$ cat config.mk
export PLATFORM = sky130hd
export DESIGN_NAME = program_stream_demultiplexer_flat
export DESIGN_NICKNAME = d
export VERILOG_FILES = /design/src/hw/rtl/psd_pkg.sv /design/src/hw/rtl/psd_if.sv /design/src/hw/rtl/psd_parser.sv /design/src/hw/rtl/psd_cmd_queue.sv /design/src/hw/rtl/psd_unit_tracker.sv /design/src/hw/rtl/program_stream_demultiplexer.sv /design/src/flat_wrapper.sv
export SDC_FILE = /design/constraint.sdc
export NUM_CORES = 1
export LEC_CHECK = 0
export BUFFER_PORTS_ARGS = -buffer_cell sky130_fd_sc_hd__buf_4
export CORE_MARGIN = 3
export CORE_UTILIZATION = 56
export DETAILED_ROUTE_END_ITERATION = 10
export PLACE_DENSITY = 0.73
export SLEW_MARGIN = 0
export SYNTH_ARGS = -nofsm -noshare
export SYNTH_HDL_FRONTEND = slang
export SYNTH_SLANG_ARGS = --single-unit
export TNS_END_PERCENT = 30
$ cat constraint.sdc
create_clock -name clk_i -period 9.7 [get_ports clk_i]
set_input_delay 0.485 -clock clk_i [delete_from_list [all_inputs] [get_ports clk_i]]
set_output_delay 0.485 -clock clk_i [all_outputs]
set_load 0.02 [all_outputs]
$ cat src/hw/rtl/psd_pkg.sv
// Package for the program stream demultiplexer: parse phases, queue command
// codes, result record and stream constants. Depends on nothing.
`default_nettype none

package psd_pkg;

  // Default depth of the command queue between parser and unit tracker.
  localparam int unsigned PSD_QUEUE_DEPTH = 4;

  // Start code identifiers and stream code fields.
  localparam logic [7:0] SC_PACK        = 8'hBA;
  localparam logic [7:0] SC_END         = 8'hB9;
  localparam logic [7:0] SC_PRIVATE1    = 8'hBD;
  localparam logic [3:0] SC_VIDEO_NIB   = 4'hE;
  localparam logic [2:0] PACK_STUFF_MSK = 3'h7;
  localparam int unsigned PTS_FLAG_BIT  = 7;
  localparam int unsigned DTS_FLAG_BIT  = 6;

  // Result kinds and stream selectors.
  localparam logic KIND_PAYLOAD  = 1'b0;
  localparam logic KIND_UNIT_END = 1'b1;
  localparam logic SEL_VIDEO     = 1'b0;
  localparam logic SEL_AUDIO     = 1'b1;

  // Input operation codes.
  localparam logic OP_BYTE  = 1'b0;
  localparam logic OP_FLUSH = 1'b1;

  typedef enum logic [3:0] {
    PH_SEARCH  = 4'd0,
    PH_ID      = 4'd1,
    PH_PACK    = 4'd2,
    PH_STUFF   = 4'd3,
    PH_LEN_HI  = 4'd4,
    PH_LEN_LO  = 4'd5,
    PH_FLAG1   = 4'd6,
    PH_FLAG2   = 4'd7,
    PH_HLEN    = 4'd8,
    PH_HEADER  = 4'd9,
    PH_PAYLOAD = 4'd10,
    PH_SKIP    = 4'd11
  } psd_phase_e;

  // Commands handed from the parser to the unit tracker.
  typedef enum logic [2:0] {
    CMD_DATA  = 3'd0,
    CMD_CLOSE = 3'd1,
    CMD_PTS   = 3'd2,
    CMD_DTS   = 3'd3,
    CMD_FLUSH = 3'd4
  } psd_cmd_e;

  typedef struct packed {
    psd_cmd_e    op;
    logic        sel;
    logic [32:0] value;
  } psd_cmd_t;

  typedef struct packed {
    logic        kind;
    logic        stream_sel;
    logic [7:0]  out_byte;
    logic        unit_first;
    logic        ts_present;
    logic [32:0] pts_value;
    logic [32:0] dts_value;
  } psd_result_t;

endpackage

`default_nettype wire

$ cat src/hw/rtl/psd_if.sv
// Valid/ready channel interfaces for the input bytes and the output results.
// No dependencies.
`default_nettype none

interface psd_in_if;
  logic       valid;
  logic       ready;
  logic       op;
  logic [7:0] in_byte;

  modport source (output valid, output op, output in_byte, input ready);
  modport sink   (input valid, input op, input in_byte, output ready);
endinterface

interface psd_out_if;
  logic        valid;
  logic        ready;
  logic        kind;
  logic        stream_sel;
  logic [7:0]  out_byte;
  logic        unit_first;
  logic        ts_present;
  logic [32:0] pts_value;
  logic [32:0] dts_value;

  modport source (output valid, output kind, output stream_sel, output out_byte,
                  output unit_first, output ts_present, output pts_value,
                  output dts_value, input ready);
  modport sink   (input valid, input kind, input stream_sel, input out_byte,
                  input unit_first, input ts_present, input pts_value,
                  input dts_value, output ready);
endinterface

`default_nettype wire

$ cat src/hw/rtl/psd_parser.sv
// Front end: program stream parser that follows start codes and packet
// headers and issues unit commands. Depends on psd_pkg.
`default_nettype none

module psd_parser
  import psd_pkg::*;
(
  input  logic       clk_i,
  input  logic       rst_ni,
  input  logic       item_fire_i,
  input  logic       op_i,
  input  logic [7:0] in_byte_i,
  output logic       cmd_push_o,
  output psd_cmd_t   cmd_o
);

  psd_phase_e  phase_q, phase_d;
  logic [23:0] window_q, window_d;
  logic [7:0]  pos_q, pos_d;
  logic [15:0] len_q, len_d;
  logic [7:0]  code_q, code_d;
  logic [7:0]  flags_q, flags_d;
  logic [7:0]  hlen_q, hlen_d;
  logic [2:0]  stuff_q, stuff_d;
  logic [32:0] pts_q, pts_d;
  logic [32:0] dts_q, dts_d;

  logic [23:0] window_new;
  logic [7:0]  pos_new;
  logic [15:0] len_dec;
  logic [7:0]  hlen_dec;
  logic [8:0]  hdr_full;
  logic        is_video;
  logic        is_target;
  logic        sel;
  logic        pts_field;
  logic        dts_field;
  logic [2:0]  sub_hdr;

  // Classification of the current packet and header byte.
  assign is_video   = (code_q[7:4] == SC_VIDEO_NIB);
  assign is_target  = is_video || (code_q == SC_PRIVATE1);
  assign sel        = is_video ? SEL_VIDEO : SEL_AUDIO;
  assign window_new = {window_q[15:0], in_byte_i};
  assign pos_new    = (pos_q < 8'd3) ? (pos_q + 8'd1) : pos_q;
  assign len_dec    = len_q - 16'd1;
  assign hlen_dec   = hlen_q - 8'd1;
  assign hdr_full   = {1'b0, pos_q} + {1'b0, hlen_q};
  assign pts_field  = flags_q[PTS_FLAG_BIT] && (hdr_full >= 9'd5) && (pos_q < 8'd5);
  assign dts_field  = flags_q[PTS_FLAG_BIT] && flags_q[DTS_FLAG_BIT] &&
                      (hdr_full >= 9'd10) && (pos_q >= 8'd5) && (pos_q < 8'd10);
  assign sub_hdr    = ((code_q == SC_PRIVATE1) && (len_dec >= 16'd4)) ? 3'd4 : 3'd0;

  // Next parse state and command for one accepted item.
  always_comb begin
    phase_d    = phase_q;
    window_d   = window_q;
    pos_d      = pos_q;
    len_d      = len_q;
    code_d     = code_q;
    flags_d    = flags_q;
    hlen_d     = hlen_q;
    stuff_d    = stuff_q;
    pts_d      = pts_q;
    dts_d      = dts_q;
    cmd_push_o = 1'b0;
    cmd_o      = '{op: CMD_DATA, sel: sel, value: {25'd0, in_byte_i}};

    if (item_fire_i && (op_i == OP_FLUSH)) begin
      cmd_push_o = 1'b1;
      cmd_o.op   = CMD_FLUSH;
    end else if (item_fire_i) begin
      case (phase_q)
        PH_ID: begin
          code_d = in_byte_i;
          if (in_byte_i == SC_PACK) begin
            pos_d   = 8'd4;
            phase_d = PH_PACK;
          end else if (in_byte_i == SC_END) begin
            phase_d  = PH_SEARCH;
            window_d = '0;
            pos_d    = '0;
          end else begin
            phase_d = PH_LEN_HI;
          end
        end
        PH_PACK: begin
          if (pos_q >= 8'd13) begin
            stuff_d = in_byte_i[2:0] & PACK_STUFF_MSK;
            if (stuff_d == 3'd0) begin
              phase_d  = PH_SEARCH;
              window_d = '0;
              pos_d    = '0;
            end else begin
              phase_d = PH_STUFF;
            end
          end else begin
            pos_d = pos_q + 8'd1;
          end
        end
        PH_STUFF: begin
          stuff_d = stuff_q - 3'd1;
          if (stuff_d == 3'd0) begin
            phase_d  = PH_SEARCH;
            window_d = '0;
            pos_d    = '0;
          end
        end
        PH_LEN_HI: begin
          len_d   = {in_byte_i, 8'd0};
          phase_d = PH_LEN_LO;
        end
        PH_LEN_LO: begin
          len_d = {len_q[15:8], in_byte_i};
          if (is_target && (len_d >= 16'd3)) begin
            phase_d = PH_FLAG1;
          end else if (len_d == 16'd0) begin
            phase_d  = PH_SEARCH;
            window_d = '0;
            pos_d    = '0;
          end else begin
            phase_d = PH_SKIP;
          end
        end
        PH_SKIP: begin
          len_d = len_dec;
          if (len_dec == 16'd0) begin
            phase_d  = PH_SEARCH;
            window_d = '0;
            pos_d    = '0;
          end
        end
        PH_FLAG1: begin
          len_d   = len_dec;
          phase_d = PH_FLAG2;
        end
        PH_FLAG2: begin
          flags_d = in_byte_i;
          len_d   = len_dec;
          phase_d = PH_HLEN;
        end
        PH_HLEN: begin
          len_d  = len_dec;
          hlen_d = in_byte_i;
          if ({8'd0, in_byte_i} > len_dec) begin
            // Header longer than the packet: skip the rest, no unit change.
            if (len_dec == 16'd0) begin
              phase_d  = PH_SEARCH;
              window_d = '0;
              pos_d    = '0;
            end else begin
              phase_d = PH_SKIP;
            end
          end else begin
            if (flags_q[PTS_FLAG_BIT]) begin
              cmd_push_o = 1'b1;
              cmd_o.op   = CMD_CLOSE;
            end
            pos_d = '0;
            pts_d = '0;
            dts_d = '0;
            if (in_byte_i != 8'd0) begin
              phase_d = PH_HEADER;
            end else if (len_dec == 16'd0) begin
              phase_d  = PH_SEARCH;
              window_d = '0;
              pos_d    = '0;
            end else begin
              phase_d = PH_PAYLOAD;
              stuff_d = sub_hdr;
            end
          end
        end
        PH_HEADER: begin
          len_d  = len_dec;
          hlen_d = hlen_dec;
          pos_d  = pos_q + 8'd1;
          // Timestamp fields are gathered three, seven or eight bits a byte.
          if (pts_field) begin
            case (pos_q[2:0])
              3'd0: pts_d = {in_byte_i[3:1], 30'd0};
              3'd1: pts_d = pts_q | {3'd0, in_byte_i, 22'd0};
              3'd2: pts_d = pts_q | {11'd0, in_byte_i[7:1], 15'd0};
              3'd3: pts_d = pts_q | {18'd0, in_byte_i, 7'd0};
              default: begin
                pts_d      = pts_q | {26'd0, in_byte_i[7:1]};
                cmd_push_o = 1'b1;
                cmd_o.op   = CMD_PTS;
                cmd_o.value = pts_d;
              end
            endcase
          end
          if (dts_field) begin
            case (pos_q)
              8'd5: dts_d = {in_byte_i[3:1], 30'd0};
              8'd6: dts_d = dts_q | {3'd0, in_byte_i, 22'd0};
              8'd7: dts_d = dts_q | {11'd0, in_byte_i[7:1], 15'd0};
              8'd8: dts_d = dts_q | {18'd0, in_byte_i, 7'd0};
              default: begin
                dts_d      = dts_q | {26'd0, in_byte_i[7:1]};
                cmd_push_o = 1'b1;
                cmd_o.op   = CMD_DTS;
                cmd_o.value = dts_d;
              end
            endcase
          end
          if (hlen_dec == 8'd0) begin
            if (len_dec == 16'd0) begin
              phase_d  = PH_SEARCH;
              window_d = '0;
              pos_d    = '0;
            end else begin
              phase_d = PH_PAYLOAD;
              stuff_d = sub_hdr;
            end
          end
        end
        PH_PAYLOAD: begin
          len_d = len_dec;
          if (stuff_q != 3'd0) begin
            // Audio sub-header bytes are dropped.
            stuff_d = stuff_q - 3'd1;
          end else begin
            cmd_push_o = 1'b1;
          end
          if (len_dec == 16'd0) begin
            phase_d  = PH_SEARCH;
            window_d = '0;
            pos_d    = '0;
          end
        end
        default: begin
          // Start code search over the last three bytes.
          phase_d  = PH_SEARCH;
          window_d = window_new;
          pos_d    = pos_new;
          if ((pos_new >= 8'd3) && (window_new == 24'h000001)) begin
            phase_d  = PH_ID;
            window_d = '0;
            pos_d    = '0;
          end
        end
      endcase
    end
  end

  // Parse state registers.
  always_ff @(posedge clk_i or negedge rst_ni) begin
    if (!rst_ni) begin
      phase_q  <= PH_SEARCH;
      window_q <= '0;
      pos_q    <= '0;
      len_q    <= '0;
      code_q   <= '0;
      flags_q  <= '0;
      hlen_q   <= '0;
      stuff_q  <= '0;
      pts_q    <= '0;
      dts_q    <= '0;
    end else begin
      phase_q  <= phase_d;
      window_q <= window_d;
      pos_q    <= pos_d;
      len_q    <= len_d;
      code_q   <= code_d;
      flags_q  <= flags_d;
      hlen_q   <= hlen_d;
      stuff_q  <= stuff_d;
      pts_q    <= pts_d;
      dts_q    <= dts_d;
    end
  end

endmodule

`default_nettype wire

$ cat src/hw/rtl/psd_cmd_queue.sv
// Short first-in first-out queue of parser commands between the front end
// and the unit tracker. Depends on psd_pkg.
`default_nettype none

module psd_cmd_queue
  import psd_pkg::*;
#(
  parameter int unsigned Depth = PSD_QUEUE_DEPTH
) (
  input  logic     clk_i,
  input  logic     rst_ni,
  input  logic     push_i,
  input  psd_cmd_t push_data_i,
  output logic     full_o,
  input  logic     pop_i,
  output logic     head_valid_o,
  output psd_cmd_t head_o
);

  localparam int unsigned PtrW = (Depth > 1) ? $clog2(Depth) : 1;
  localparam int unsigned CntW = $clog2(Depth + 1);
  localparam logic [PtrW-1:0] LastPtr = PtrW'(Depth - 1);
  localparam logic [CntW-1:0] FullCnt = CntW'(Depth);

  psd_cmd_t            entry_q [Depth];
  logic [PtrW-1:0]     wr_ptr_q, wr_ptr_d;
  logic [PtrW-1:0]     rd_ptr_q, rd_ptr_d;
  logic [CntW-1:0]     count_q, count_d;
  logic                do_push;
  logic                do_pop;

  assign full_o       = (count_q == FullCnt);
  assign head_valid_o = (count_q != '0);
  assign head_o       = entry_q[rd_ptr_q];
  assign do_push      = push_i && !full_o;
  assign do_pop       = pop_i && head_valid_o;

  // Pointer and fill count update.
  always_comb begin
    wr_ptr_d = wr_ptr_q;
    rd_ptr_d = rd_ptr_q;
    count_d  = count_q;
    if (do_push) begin
      wr_ptr_d = (wr_ptr_q == LastPtr) ? '0 : (wr_ptr_q + PtrW'(1));
    end
    if (do_pop) begin
      rd_ptr_d = (rd_ptr_q == LastPtr) ? '0 : (rd_ptr_q + PtrW'(1));
    end
    if (do_push && !do_pop) begin
      count_d = count_q + CntW'(1);
    end else if (!do_push && do_pop) begin
      count_d = count_q - CntW'(1);
    end
  end

  always_ff @(posedge clk_i or negedge rst_ni) begin
    if (!rst_ni) begin
      wr_ptr_q <= '0;
      rd_ptr_q <= '0;
      count_q  <= '0;
    end else begin
      wr_ptr_q <= wr_ptr_d;
      rd_ptr_q <= rd_ptr_d;
      count_q  <= count_d;
    end
  end

  // Queue storage, written at the tail.
  always_ff @(posedge clk_i) begin
    if (do_push) begin
      entry_q[wr_ptr_q] <= push_data_i;
    end
  end

endmodule

`default_nettype wire

$ cat src/hw/rtl/psd_unit_tracker.sv
// Back end: keeps per-stream access unit state, executes queued commands and
// drives the registered result. Depends on psd_pkg.
`default_nettype none

module psd_unit_tracker
  import psd_pkg::*;
(
  input  logic        clk_i,
  input  logic        rst_ni,
  input  logic        head_valid_i,
  input  psd_cmd_t    head_i,
  output logic        pop_o,
  input  logic        out_ready_i,
  output logic        out_valid_o,
  output psd_result_t out_o
);

  logic        nonempty_q [2];
  logic        nonempty_d [2];
  logic        has_ts_q [2];
  logic        has_ts_d [2];
  logic [32:0] pts_q [2];
  logic [32:0] pts_d [2];
  logic [32:0] dts_q [2];
  logic [32:0] dts_d [2];
  logic        flush_step_q, flush_step_d;
  logic        out_valid_q;
  psd_result_t out_q;

  logic        out_free;
  logic        fire;
  logic        idx;
  logic        emit;
  psd_result_t res;

  assign out_free = !out_valid_q || out_ready_i;
  assign fire     = head_valid_i && out_free;
  // A flush closes video first, then audio.
  assign idx      = (head_i.op == CMD_FLUSH) ? flush_step_q : head_i.sel;

  // Command execution against the unit state.
  always_comb begin
    nonempty_d   = nonempty_q;
    has_ts_d     = has_ts_q;
    pts_d        = pts_q;
    dts_d        = dts_q;
    flush_step_d = flush_step_q;
    pop_o        = 1'b0;
    emit         = 1'b0;
    res          = '0;
    res.stream_sel = idx;

    if (fire) begin
      case (head_i.op)
        CMD_DATA: begin
          emit         = 1'b1;
          pop_o        = 1'b1;
          res.kind     = KIND_PAYLOAD;
          res.out_byte = head_i.value[7:0];
          if (!nonempty_q[idx]) begin
            res.unit_first = 1'b1;
            res.ts_present = has_ts_q[idx];
            res.pts_value  = pts_q[idx];
            res.dts_value  = dts_q[idx];
          end
          nonempty_d[idx] = 1'b1;
        end
        CMD_PTS: begin
          pop_o         = 1'b1;
          has_ts_d[idx] = 1'b1;
          pts_d[idx]    = head_i.value;
          dts_d[idx]    = head_i.value;
        end
        CMD_DTS: begin
          pop_o      = 1'b1;
          dts_d[idx] = head_i.value;
        end
        CMD_CLOSE, CMD_FLUSH: begin
          // Close the unit; an end is reported only if it held data.
          emit            = nonempty_q[idx];
          res.kind        = KIND_UNIT_END;
          nonempty_d[idx] = 1'b0;
          has_ts_d[idx]   = 1'b0;
          pts_d[idx]      = '0;
          dts_d[idx]      = '0;
          if (head_i.op == CMD_FLUSH) begin
            flush_step_d = !flush_step_q;
            pop_o        = flush_step_q;
          end else begin
            pop_o = 1'b1;
          end
        end
        default: begin
          pop_o = 1'b1;
        end
      endcase
    end
  end

  // Unit state registers.
  always_ff @(posedge clk_i or negedge rst_ni) begin
    if (!rst_ni) begin
      for (int s = 0; s < 2; s++) begin
        nonempty_q[s] <= 1'b0;
        has_ts_q[s]   <= 1'b0;
        pts_q[s]      <= '0;
        dts_q[s]      <= '0;
      end
      flush_step_q <= 1'b0;
    end else begin
      nonempty_q   <= nonempty_d;
      has_ts_q     <= has_ts_d;
      pts_q        <= pts_d;
      dts_q        <= dts_d;
      flush_step_q <= flush_step_d;
    end
  end

  // Output register: loads whenever the previous result leaves or is absent.
  always_ff @(posedge clk_i or negedge rst_ni) begin
    if (!rst_ni) begin
      out_valid_q <= 1'b0;
    end else if (emit) begin
      out_valid_q <= 1'b1;
    end else if (out_ready_i) begin
      out_valid_q <= 1'b0;
    end
  end

  always_ff @(posedge clk_i) begin
    if (emit) begin
      out_q <= res;
    end
  end

  assign out_valid_o = out_valid_q;
  assign out_o       = out_q;

endmodule

`default_nettype wire

$ cat src/hw/rtl/program_stream_demultiplexer.sv
// Program stream demultiplexer: one byte or flush transaction in, payload
// bytes and access unit ends out. Top level: parser, command queue, tracker. Depends on
// psd_pkg, psd_if, psd_parser, psd_cmd_queue and psd_unit_tracker.
//
// Usage:
//   in_i carries transactions of op and in_byte; op low is a stream byte,
//   op high a flush that closes the open video and audio access units.
//   out_o carries results: a payload byte of the video or audio elementary
//   stream (with the unit's timestamps on its first byte) or a unit end.
// Path: a result passes through the command queue and then the output register
//   before it appears on out_o, and waits longer while earlier commands sit in the queue.
// Throughput: one byte per cycle; the parser accepts a byte in every cycle
//   while the command queue (QueueDepth entries) has room. A flush is executed
//   by the unit tracker once per elementary stream, video first, then audio.
// Reset: parser returns to start code search, all units are closed and
//   empty, the queue and the output register are emptied.
// Stall: while out_o is not ready the result is held in the output register;
//   the queue keeps accepting until full, then in_i.ready drops.
`default_nettype none

module program_stream_demultiplexer
  import psd_pkg::*;
#(
  parameter int unsigned QueueDepth = PSD_QUEUE_DEPTH
) (
  input  logic      clk_i,
  input  logic      rst_ni,
  psd_in_if.sink    in_i,
  psd_out_if.source out_o
);

  logic        q_full;
  logic        item_fire;
  logic        cmd_push;
  psd_cmd_t    cmd;
  logic        head_valid;
  psd_cmd_t    head;
  logic        pop;
  psd_result_t res;

  // Input is taken while the queue has room.
  assign in_i.ready = !q_full;
  assign item_fire  = in_i.valid && !q_full;

  psd_parser u_parser (
    .clk_i       (clk_i),
    .rst_ni      (rst_ni),
    .item_fire_i (item_fire),
    .op_i        (in_i.op),
    .in_byte_i   (in_i.in_byte),
    .cmd_push_o  (cmd_push),
    .cmd_o       (cmd)
  );

  psd_cmd_queue #(
    .Depth (QueueDepth)
  ) u_queue (
    .clk_i        (clk_i),
    .rst_ni       (rst_ni),
    .push_i       (cmd_push),
    .push_data_i  (cmd),
    .full_o       (q_full),
    .pop_i        (pop),
    .head_valid_o (head_valid),
    .head_o       (head)
  );

  psd_unit_tracker u_tracker (
    .clk_i        (clk_i),
    .rst_ni       (rst_ni),
    .head_valid_i (head_valid),
    .head_i       (head),
    .pop_o        (pop),
    .out_ready_i  (out_o.ready),
    .out_valid_o  (out_o.valid),
    .out_o        (res)
  );

  // Result fields onto the output channel.
  assign out_o.kind       = res.kind;
  assign out_o.stream_sel = res.stream_sel;
  assign out_o.out_byte   = res.out_byte;
  assign out_o.unit_first = res.unit_first;
  assign out_o.ts_present = res.ts_present;
  assign out_o.pts_value  = res.pts_value;
  assign out_o.dts_value  = res.dts_value;

endmodule

`default_nettype wire

$ cat src/flat_wrapper.sv
// flat-port wrapper written by rule: the top's interface ports become plain ports
module program_stream_demultiplexer_flat import psd_pkg::*;
#(
  parameter int unsigned QueueDepth = PSD_QUEUE_DEPTH
)
  (clk_i, rst_ni, in_i_valid, in_i_op, in_i_in_byte, in_i_ready, out_o_valid, out_o_kind, out_o_stream_sel, out_o_out_byte, out_o_unit_first, out_o_ts_present, out_o_pts_value, out_o_dts_value, out_o_ready);
  psd_in_if in_i_i ();
  psd_out_if out_o_i ();
  input  logic clk_i;
  input  logic rst_ni;
  input wire logic [$bits(in_i_i.valid)-1:0] in_i_valid;
  input wire logic [$bits(in_i_i.op)-1:0] in_i_op;
  input wire logic [$bits(in_i_i.in_byte)-1:0] in_i_in_byte;
  output wire logic [$bits(in_i_i.ready)-1:0] in_i_ready;
  output wire logic [$bits(out_o_i.valid)-1:0] out_o_valid;
  output wire logic [$bits(out_o_i.kind)-1:0] out_o_kind;
  output wire logic [$bits(out_o_i.stream_sel)-1:0] out_o_stream_sel;
  output wire logic [$bits(out_o_i.out_byte)-1:0] out_o_out_byte;
  output wire logic [$bits(out_o_i.unit_first)-1:0] out_o_unit_first;
  output wire logic [$bits(out_o_i.ts_present)-1:0] out_o_ts_present;
  output wire logic [$bits(out_o_i.pts_value)-1:0] out_o_pts_value;
  output wire logic [$bits(out_o_i.dts_value)-1:0] out_o_dts_value;
  input wire logic [$bits(out_o_i.ready)-1:0] out_o_ready;
  assign in_i_i.valid = in_i_valid;
  assign in_i_i.op = in_i_op;
  assign in_i_i.in_byte = in_i_in_byte;
  assign in_i_ready = in_i_i.ready;
  assign out_o_valid = out_o_i.valid;
  assign out_o_kind = out_o_i.kind;
  assign out_o_stream_sel = out_o_i.stream_sel;
  assign out_o_out_byte = out_o_i.out_byte;
  assign out_o_unit_first = out_o_i.unit_first;
  assign out_o_ts_present = out_o_i.ts_present;
  assign out_o_pts_value = out_o_i.pts_value;
  assign out_o_dts_value = out_o_i.dts_value;
  assign out_o_i.ready = out_o_ready;
  program_stream_demultiplexer #(.QueueDepth(QueueDepth)) u_core (.clk_i(clk_i), .rst_ni(rst_ni), .in_i(in_i_i), .out_o(out_o_i));
endmodule
==> Word-level counts from Yosys, hierarchy flattened <==
Memories as Yosys holds them, arrays and structs flattened.
Index checks and enable logic that the tools add are counted.
{ "word_totals": {"register_bits": 368, "latchBits": 0, "mem_bits_rw": 148, "mem_bits_ro": 0, "in_bits": 13, "out_inout_bits": 80, "wordCells": 314, "n_memories": 1} }
{ "classes": {"n_addsub": 9, "mul": 0, "div_mod_pow": 0, "magnitude_cmp": 13, "eq_ne": 47, "n_shift": 0, "mux": 124, "n_bitwise": 22, "n_reduce_logical": 67} }
{ "memory_table": {"columns": ["name", "depth", "word_bits", "read_ports", "rd_ports_with_merged_regs", "wr", "line", "text"], "rows": [
  ["u_core.u_queue.entry_q", 4, 37, 1, 0, 1, "psd_cmd_queue.sv:25", "psd_cmd_t entry_q [Depth];"]
]} }
{ "ops": {"columns": ["operator", "count"], "rows": [
  ["33-bit 2-to-1 mux", 17],
  ["24-bit 2-to-1 mux", 12],
  ["33-bit case mux with 4 select lines", 2],
  ["66-bit case mux with 2 select lines", 2],
  ["24-bit case mux with 8 select lines", 1],
  ["66-bit bitwise AND", 2],
  ["66-bit bitwise mux", 2],
  ["33-bit case mux with 2 select lines", 2],
  ["8-bit 2-to-1 mux", 13],
  ["68-bit 2-to-1 mux", 1],
  ["66-bit inverter", 1],
  ["33-bit by 15-bit bitwise OR with 33-bit output", 2],
  ["33-bit by 22-bit bitwise OR with 33-bit output", 2],
  ["33-bit by 30-bit bitwise OR with 33-bit output", 2],
  ["33-bit by 7-bit bitwise OR with 33-bit output", 2],
  ["8-bit case mux with 8 select lines", 1],
  ["16-bit case mux with 3 select lines", 1],
  ["3-bit 2-to-1 mux", 15],
  ["4-bit 2-to-1 mux", 10],
  ["4-bit case mux with 10 select lines", 1],
  ["33-bit demux with 1-bit select", 1],
  ["16-bit logical NOT", 2],
  ["1-bit 2-to-1 mux", 30],
  ["2-bit inequality test, second input constant", 13],
  ["67 further kinds", 145]
]} }

==> Logic depth before layout (Yosys ltp) <==
Gate-level depths: netlist (run 1).
{ "depth": {"ltp_word": 15, "ltp_mapped": 19, "ltp_nobuf": 19} }

==> By module <==
A second synthesis (run 1) with hierarchy kept.
{ "unflattened": {"hier_cells": 1862, "area_unflattened_um2": 22828.1} }
{ "modules_own_cells": {"columns": ["mod", "n_inst", "cells_per_inst", "area_per_inst_um2"], "rows": [
  ["psd_unit_tracker", 1, 666, 8938.6],
  ["psd_parser", 1, 964, 8109.0],
  ["psd_cmd_queue", 1, 230, 5770.5],
  ["program_stream_demultiplexer", 1, 2, 10.0]
]} }

==> Least setup slack after synthesis (run 1) <==
No wires, ideal clock.
{ "synth_timing": {"path_kind": "register to register", "start": "register u_core.u_queue.rd_ptr_q[0]", "end": "register u_core.u_tracker.out_q (netlist bit u_core.u_tracker.out_o[0]) (enable)", "setup_ps": 631, "arrival_time_ps": 7804, "required_ps": 9069, "slack_ps": 1265, "stages_incl_launch_ff": 7, "n_path_buf": 1, "path_cell_list": "dfrtp_1 -> buf_2 -> mux4_2 -> nand2_1 -> mux2i_2 -> mux2i_1 -> o31ai_1"} }
{ "synth_via": {"elab_chain_cells": 9, "elab_cells_between_ends": 12, "classes_between": "eq/ne (2); mux (6); bitwise (1); reduce/logical (2); memory (1)"} }
{ "synth_lines": {"columns": ["element", "line", "text"], "rows": [
  ["start: declaration", "psd_cmd_queue.sv:27", "logic [PtrW-1:0] rd_ptr_q, rd_ptr_d;"],
  ["start signal: assignment", "psd_cmd_queue.sv:63", "rd_ptr_q <= rd_ptr_d;"],
  ["memory 4 x 37 bit (*)", null, null],
  ["3-bit equality test", "psd_unit_tracker.sv:39, psd_unit_tracker.sv:54", null],
  ["1-bit 2-to-1 mux", "psd_unit_tracker.sv:39", "assign idx = (head_i.op == CMD_FLUSH) ? flush_step_q : head_i.sel;"],
  ["1-bit inverter with 2-bit output (implied by the code)", "psd_unit_tracker.sv:80", "emit = nonempty_q[idx];"],
  ["1-bit 2-to-1 mux (implied by the code) (3 in a row)", "psd_unit_tracker.sv:80", null],
  ["1-bit case mux with 2 select lines (*)", "psd_unit_tracker.sv:54", "case (head_i.op)"],
  ["1-bit 2-to-1 mux (*)", "psd_unit_tracker.sv:53", "if (fire) begin"],
  ["via u_core.u_tracker.emit", "psd_unit_tracker.sv:33", "logic emit;"],
  ["end signal: assignment", "psd_unit_tracker.sv:132", "out_q <= res;"],
  ["end: declaration", "psd_unit_tracker.sv:28", "psd_result_t out_q;"]
]} }
The timed path passes the listed nets; every way through them passes the cells marked *. The select of a mux whose other input is x is not followed.
A chain may end at the register's enable or synchronous reset.

==> results of run 1 <==
-- cell families after synthesis --
group / count (synthesis) / synth area share
flops: 502 / 0.6137
xor+xnor: 19 / 0.007458
mux: 100 / 0.06864
simple gates: 656 / 0.1298
fa+ha+maj: 37 / 0.02142
buf+inv: 169 / 0.03017
compound gates: 474 / 0.1288
-- Yosys cell counts (12+ instances only) --
| cell | count | share of area |
|---|---|---|
| mux4_2 | 37 | 0.037 |
| ha_1 | 35 | 0.020 |
| mux2_2 | 39 | 0.020 |
| nand2_1 | 322 | 0.054 |
| dfrtp_1 | 276 | 0.31 |
| a22o_1 | 30 | 0.012 |
| nor3_1 | 23 | 0.0052 |
| nand2b_1 | 13 | 0.0036 |
| a22oi_1 | 31 | 0.010 |
| a31oi_1 | 31 | 0.0087 |
| buf_2 | 19 | 0.0043 |
| o21ai_0 | 143 | 0.032 |
| and3_1 | 21 | 0.0059 |
| o31ai_1 | 15 | 0.0050 |
| and2_1 | 12 | 0.0034 |
| edfxtp_1 | 226 | 0.30 |
| nand3_1 | 20 | 0.0045 |
| inv_1 | 43 | 0.0072 |
| mux2i_1 | 20 | 0.0090 |
| nor4_1 | 14 | 0.0039 |
| a21oi_1 | 151 | 0.034 |
| clkbuf_1 | 95 | 0.016 |
| nand4_1 | 15 | 0.0042 |
| nor2_1 | 165 | 0.028 |
-- critical path, stage by stage (launching register included) --
cell,delay [ns]
dfrtp_2,0.36
buf_4,0.58
mux4_2,0.66
nor2_1,0.58
nand2_1,0.30
mux2i_4,0.22
buf_4,0.67
inv_2,0.50
nand2b_2,0.91
mux2_2,0.42
-- report_power, final --
part           internal [W]  leakage, nW  switching [W]
clock network       0.00112        0.824       0.000822
logic               0.00112         3.66        0.00199
registers           0.00294         5.67       0.000413
total               0.00518         10.2        0.00323
-- per-stage QoR --
| stage | setup slack, ns | instance area (sq um) | utilization | hold slack, ns | power (W) |
|---|---|---|---|---|---|
| 2_1_floorplan | 1.265 | 22310 | - | 0.1894 | 0.005601 |
| 3_3_place_gp | 4.422 | 23380 | 0.5995 | 0.4595 | 0.006354 |
| 3_5_place_dp | 4.258 | 23380 | 0.5995 | 0.4694 | 0.006474 |
| 4_1_cts | 4.223 | 25070 | 0.6426 | 0.03144 | 0.008444 |
| 5_1_grt | 3.861 | 25070 | 0.6426 | 0.07373 | 0.008980 |
| 6_report | 4.311 | 25070 | 0.6426 | -0.05306 | 0.008406 |
-- cell type report --
cell class | instances | area share
sequential | 502 | 0.5463
multi-input combinational | 1286 | 0.3188
clock buffer | 70 | 0.05660
timing repair buffer | 116 | 0.03504
tap | 518 | 0.02585
clock inverter | 26 | 0.01053
inverter | 46 | 0.006888
-- worst paths after layout --
path	startpoint	to	cells after the start	slack, ns
worst max-delay path	u_core.u_queue.rd_ptr_q[0]	flip-flop	9	4.31
worst min-delay path	rst_ni	u_core.u_tracker.dts_q[38]	1	-0.05
worst max register to register	u_core.u_queue.rd_ptr_q[0]	flip-flop	9	4.31
worst min register to register	u_core.u_tracker.pts_q[23]	u_core.u_tracker.pts_q[23]	2	0.48
max in group asynchronous	rst_ni	u_core.u_parser.hlen_q[1]	2	8.00
min in group clk_i	out_o_ready	u_core.u_tracker.out_valid_o	3	0.18
-- flip-flops by register name, summed over array words and instances, names as in the netlist, 3 cells and up, named ones only --
register                  count
u_core.u_queue.entry_q      148
u_core.u_parser.stuff_q       3
u_core.u_parser.phase_q       4
u_core.u_parser.len_q        16
u_core.u_tracker.dts_q       66
u_core.u_parser.pos_q         8
u_core.u_tracker.out_o       78
u_core.u_tracker.pts_q       66
u_core.u_parser.dts_q        33
u_core.u_parser.window_q     16
u_core.u_queue.count_q        3
u_core.u_parser.pts_q        33
u_core.u_parser.hlen_q        8
u_core.u_parser.code_q        8
-- per-layer routing --
| layer | wire length [um] | part of all wire |
|---|---|---|
| met5 | 0 | 0 |
| met4 | 1412 | 0.028 |
| met3 | 3098 | 0.061 |
| met2 | 24080 | 0.48 |
| met1 | 21820 | 0.43 |
==> impl_metrics.ini, run 1 <==
[outcome]
run_status = finished with violations
violations = negative hold slack

[clock_tree]
cts_max_level = 2
cts_buffers = 51
insertion_delay_ns = 0.60
cts_resized = 0
ctsLongestPathBuffers = 3
clock_sinks = 502
post_cts_buffers = 0
cts_root_buf = clkbuf_16
cts_hold_buf = 0
clk_pin_slew_worst_paths_ns = 0.06
cts_tree = done

[timing]
finalHoldViolCount = 16
period_needed_ns = 5.389
period_share = 0.5555
tightest_slew_ns = 1.205
rsz0062_at_grt = no
fin_skew_ns = 0.01922
fmax_mhz = 185.6
setup_violations = 0
final_max_slew_viol_count = 0
finalSetupTns_ns = 0
relSlewSlack = 0.1970
whs_ns = -0.05306

[cells_and_area]
nets = 2053
layout_commonest_cell = nand2_1
antennaDiodeCount = 0
area_growth_pct = 12.35
drive_above_1_share = 0.1486
seq_area_sq_um = 13690
layout_common_cells = nand2_1 (320), dfrtp_1 (275), edfxtp_1 (226)
final_cells = 2564
n_fill_cell = 2993
multi_input_area_sq_um = 7991

[grt]
grt_overflow = 0
antenna_found_initial = 0
use_met1 = 0.3517
use_met3 = 0.03117
grt_pass1_wl_um = 82180
grt_use_total = 0.2436
grt_util_met2 = 0.3897
top_usage_layer = met2
grt_start_max_net_pins = 136
grt_pass1_vias = 15020

[synthesis]
synth-seq-area-share = 0.6137
synth_edf_count = 226
ys_ff_latch = 502
ys.flop_type = dfrtp_1
synth.avg_cell_area_sq_um = 11.40
synth_nets = 2007
syn_area_sq_um = 22310
synthCells = 1957
yosysUniqueCellTypes = 75
yosys_warnings = 0
ys_async_sr_fraction = 0.5498

[floorplan]
rows = 72
coreArea_sq_um = 39010
dieArea_sq_um = 42280
fp.dieH_um = 205.6
ios = 93
fp.dieW_um = 205.6
start_util = 0.5720

[setup_path]
cp.required_ns = 10.17
crit_arrival_ns = 5.86
critical_path_class = reg2reg
crit_fanout = 72
critPathLaunchType = flip-flop
cp-end-kind = flip-flop

[drt]
routed_wl_um = 50410
ant_nets = 0
drtIter0Drc = 1444
route.detailed.drc = 0
vias = 15560
via_per_inst = 6.067
wl_per_cell_um = 19.66
dr.pass1.iters = 5

[pwr]
p_per_area_nw_per_um2 = 335.3
peakVddDrop_v = 0.0002843
p_leak_nw = 10.15

[place]
hpwl_um = 31530
place_inst = 2468
io_buffers = 92
finalWeightedCongestion = 0.8893

[job]
max-cap-violations = 0

[worst_hold_path]
min_path_type = in2async
(Power assumes the default switching activity.)
==> run 2: changes to the inputs <==
ABC_AREA = 1   (was unset)
clock period = 5.1 ns   (was 9.7 ns; I/O delays follow)
==> run 2 against run 1 <==
Effect of this change:
- the run now ends clean
- final cell count rose by 28%
- non-clock buffer count rose by 13
- clock power rose by 93%
- critical path depth rose by 12
- die area rose by 6.8%
- first-iteration DRC count rose by 8.7%
==> impl_metrics.ini, run 2 <==
[setup_path]
r2r_slack_ns = 0.80
critical_path_class = reg2reg
crit_arrival_ns = 4.78
cpPeakStageDelay_ns = 0.41
cp.required_ns = 5.58
crit_fanout = 7
critPathSlowestCell = a21oi_1
path_common_cell = nand2_1
path_cells = inv_1, ha_1, nand2_1, nor2_2, xor2_1, inv_1, ha_1, nand2_1, o21a_1, a21oi_1, nand3_1, nand2_1, nand2_1, o21bai_2, buf_4, nand2_1, ha_1, inv_1, fa_1, nor2_1, a21oi_1
crit_family = simple AND/OR/NAND/NOR gates
crit_buf_inv = 4
cp-end-kind = flip-flop
critPathLaunchType = flip-flop

[synthesis]
yosys-top-cells-area = dfrtp_1 (29%), edfxtp_1 (28%), o21ai_0 (9.9%), nand2_1 (9.8%), nor2_1 (4.1%)
syn_area_sq_um = 23870
ys_ff_latch = 502
yosys_warnings = 0
synth_edf_count = 226
synth.avg_cell_area_sq_um = 8.992
synthTopCellsByCount = nand2_1 (625), o21ai_0 (470), dfrtp_1 (276)
yosysUniqueCellTypes = 47
ys.flop_type = dfrtp_1
ys_async_sr_fraction = 0.5498
synth_nets = 2705
synthCells = 2655
synth-seq-area-share = 0.5736
yosysTopAreaCell = dfrtp_1
synth_top_area_share = 0.2893
yosysMostFrequentCell = nand2_1

[grt]
grt_pass1_wl_um = 93850
grt_start_max_net_pins = 144
grt_use_total = 0.2582
antenna_found_initial = 0
grt_overflow = 0
grt_pass1_vias = 18140

[cells_and_area]
layout_commonest_cell = nand2_1
nets = 2741
antennaDiodeCount = 0
largest-register = u_core.u_queue.entry_q
drive_above_1_share = 0.1079
largest_reg_flops = 148
layout_common_cells = nand2_1 (625), o21ai_0 (470), dfrtp_1 (275)
final_cells = 3273
area_growth_pct = 11.74

[floorplan]
ios = 93
coreArea_sq_um = 42040
start_util = 0.5679
fp.dieH_um = 212.5
dieArea_sq_um = 45140
rows = 75
fp.dieW_um = 212.5

[timing]
finalHoldViolCount = 0
rsz0062_at_grt = no
period_share = 0.8431
final_max_slew_viol_count = 0
tightest_slew_ns = 1.249
fin_skew_ns = 0.01594
finalSetupTns_ns = 0
period_needed_ns = 4.300
fmax_mhz = 232.6
setup_violations = 0
relSlewSlack = 0.1673

[pwr]
peakVddDrop_v = 0.0006698
p_leak_nw = 11.00
p_per_area_nw_per_um2 = 675.3

[worst_hold_path]
min_path_type = in2reg

[job]
max-cap-violations = 0

[drt]
route.detailed.drc = 0
drtIter0Drc = 1570
wl_per_cell_um = 17.80
ant_nets = 0
dr.pass1.iters = 5
vias = 19050
via_per_inst = 5.822
routed_wl_um = 58250

[place]
io_buffers = 92
place_inst = 3174
hpwl_um = 37030
finalWeightedCongestion = 0.9298

[clock_tree]
cts_tree = done
cts_buffers = 52
ctsLongestPathBuffers = 3
clk_pin_slew_worst_paths_ns = 0.07
cts_resized = 0
cts_root_buf = clkbuf_16
cts_max_level = 2
insertion_delay_ns = 0.61
clock_sinks = 502

[outcome]
run_status = complete, no violations
[run 2: cell types whose count changed in the layout (fill, tap and decap cells not counted), sizes merged, moves of 27 or more]
cell	before	now
nand3	21	69
o21ai	144	498
nor2	165	267
a22o	30	0
mux2	42	0
inv	47	167
a22oi	31	4
nand2	322	631
mux4	37	0
[run 2: per-stage QoR]
| stage | total power [W] | hold slack (ns) | utilization | area, sq um | setup WS (ns) |
|---|---|---|---|---|---|
| floorplan | 0.01193 | -0.04059 | - | 23870 | -0.3919 |
| global placement | 0.01400 | 0.2333 | 0.5939 | 24970 | 0.9898 |
| detailed placement | 0.01426 | 0.2321 | 0.5939 | 24970 | 0.8754 |
| CTS | 0.01805 | 0.01457 | 0.6345 | 26680 | 0.8417 |
| global route | 0.01937 | 0.02158 | 0.6345 | 26680 | 0.4691 |
| finish | 0.01801 | 0.04534 | 0.6345 | 26680 | 0.8000 |
[run 2: final timing paths]
kind                                           endpoint  cells past startpoint                         start
hold reg to reg            u_core.u_parser.window_q[13]                      2  u_core.u_parser.window_q[13]
setup reg to reg              u_core.u_queue.count_q[1]                     21      u_core.u_parser.len_q[0]
max in group asynchronous    u_core.u_tracker.dts_q[36]                      3                        rst_ni
setup / recovery              u_core.u_queue.count_q[1]                     21      u_core.u_parser.len_q[0]
min in group asynchronous    u_core.u_tracker.dts_q[23]                      2                        rst_ni
hold / removal                u_core.u_parser.code_q[0]                      3               in_i_in_byte[0]
[run 2: repair_timing]
action,4_1_cts,5_1_grt
setup endpoints to repair,0,0
hold endpoints to repair,64,0
buffers inserted,0,0
hold buffers,2,0
[run 2: cell type report]
cell class / count / area (sq um)
sequential: 502 / 13690
tap: 539 / 674.4
timing repair buffer: 129 / 1018
inverter: 168 / 631.9
clock buffer: 66 / 1394
clock inverter: 31 / 295.3
multi-input combinational: 1838 / 8967
fill: 3471 / 15360
[run 2: cells by family after synthesis]
| kind of cell | after synthesis | share of synthesized area |
|---|---|---|
| buffers and inverters | 315 | 0.05330 |
| adder cells (fa/ha/maj) | 37 | 0.02002 |
| AO/OA/AOI/OAI | 745 | 0.1699 |
| XOR/XNOR | 16 | 0.005870 |
| flip-flops | 502 | 0.5736 |
| AND/OR/NAND/NOR | 1040 | 0.1774 |
[run 2: report_power, final]
group	switching, W	total (W)	internal, W
sequential	0.000591	0.00628	0.00569
combinational	0.00576	0.00799	0.00223
clock	0.00160	0.00375	0.00215
total	0.00795	0.0180	0.0101
[run 2: worst reg2reg max path, cell delays in order (launching register included)]
cell,delay (ns)
dfrtp_1,0.40
inv_1,0.14
ha_1,0.22
nand2_1,0.14
nor2_2,0.25
xor2_1,0.25
inv_1,0.07
ha_1,0.27
nand2_1,0.08
o21a_1,0.19
a21oi_1,0.41
nand3_1,0.19
nand2_1,0.16
nand2_1,0.08
o21bai_2,0.10
buf_4,0.20
nand2_1,0.12
ha_1,0.22
inv_1,0.11
fa_1,0.40
nor2_1,0.11
a21oi_1,0.05
[run 2: layer usage]
metal  track usage  share of wire  vias to the layer above
met2        0.4317           0.48                      672
met4       0.08488          0.029                        0
met1        0.3470           0.43                     9170
li1              -              -                     9098
met5             0              0                        -
met3       0.04323          0.065                      114
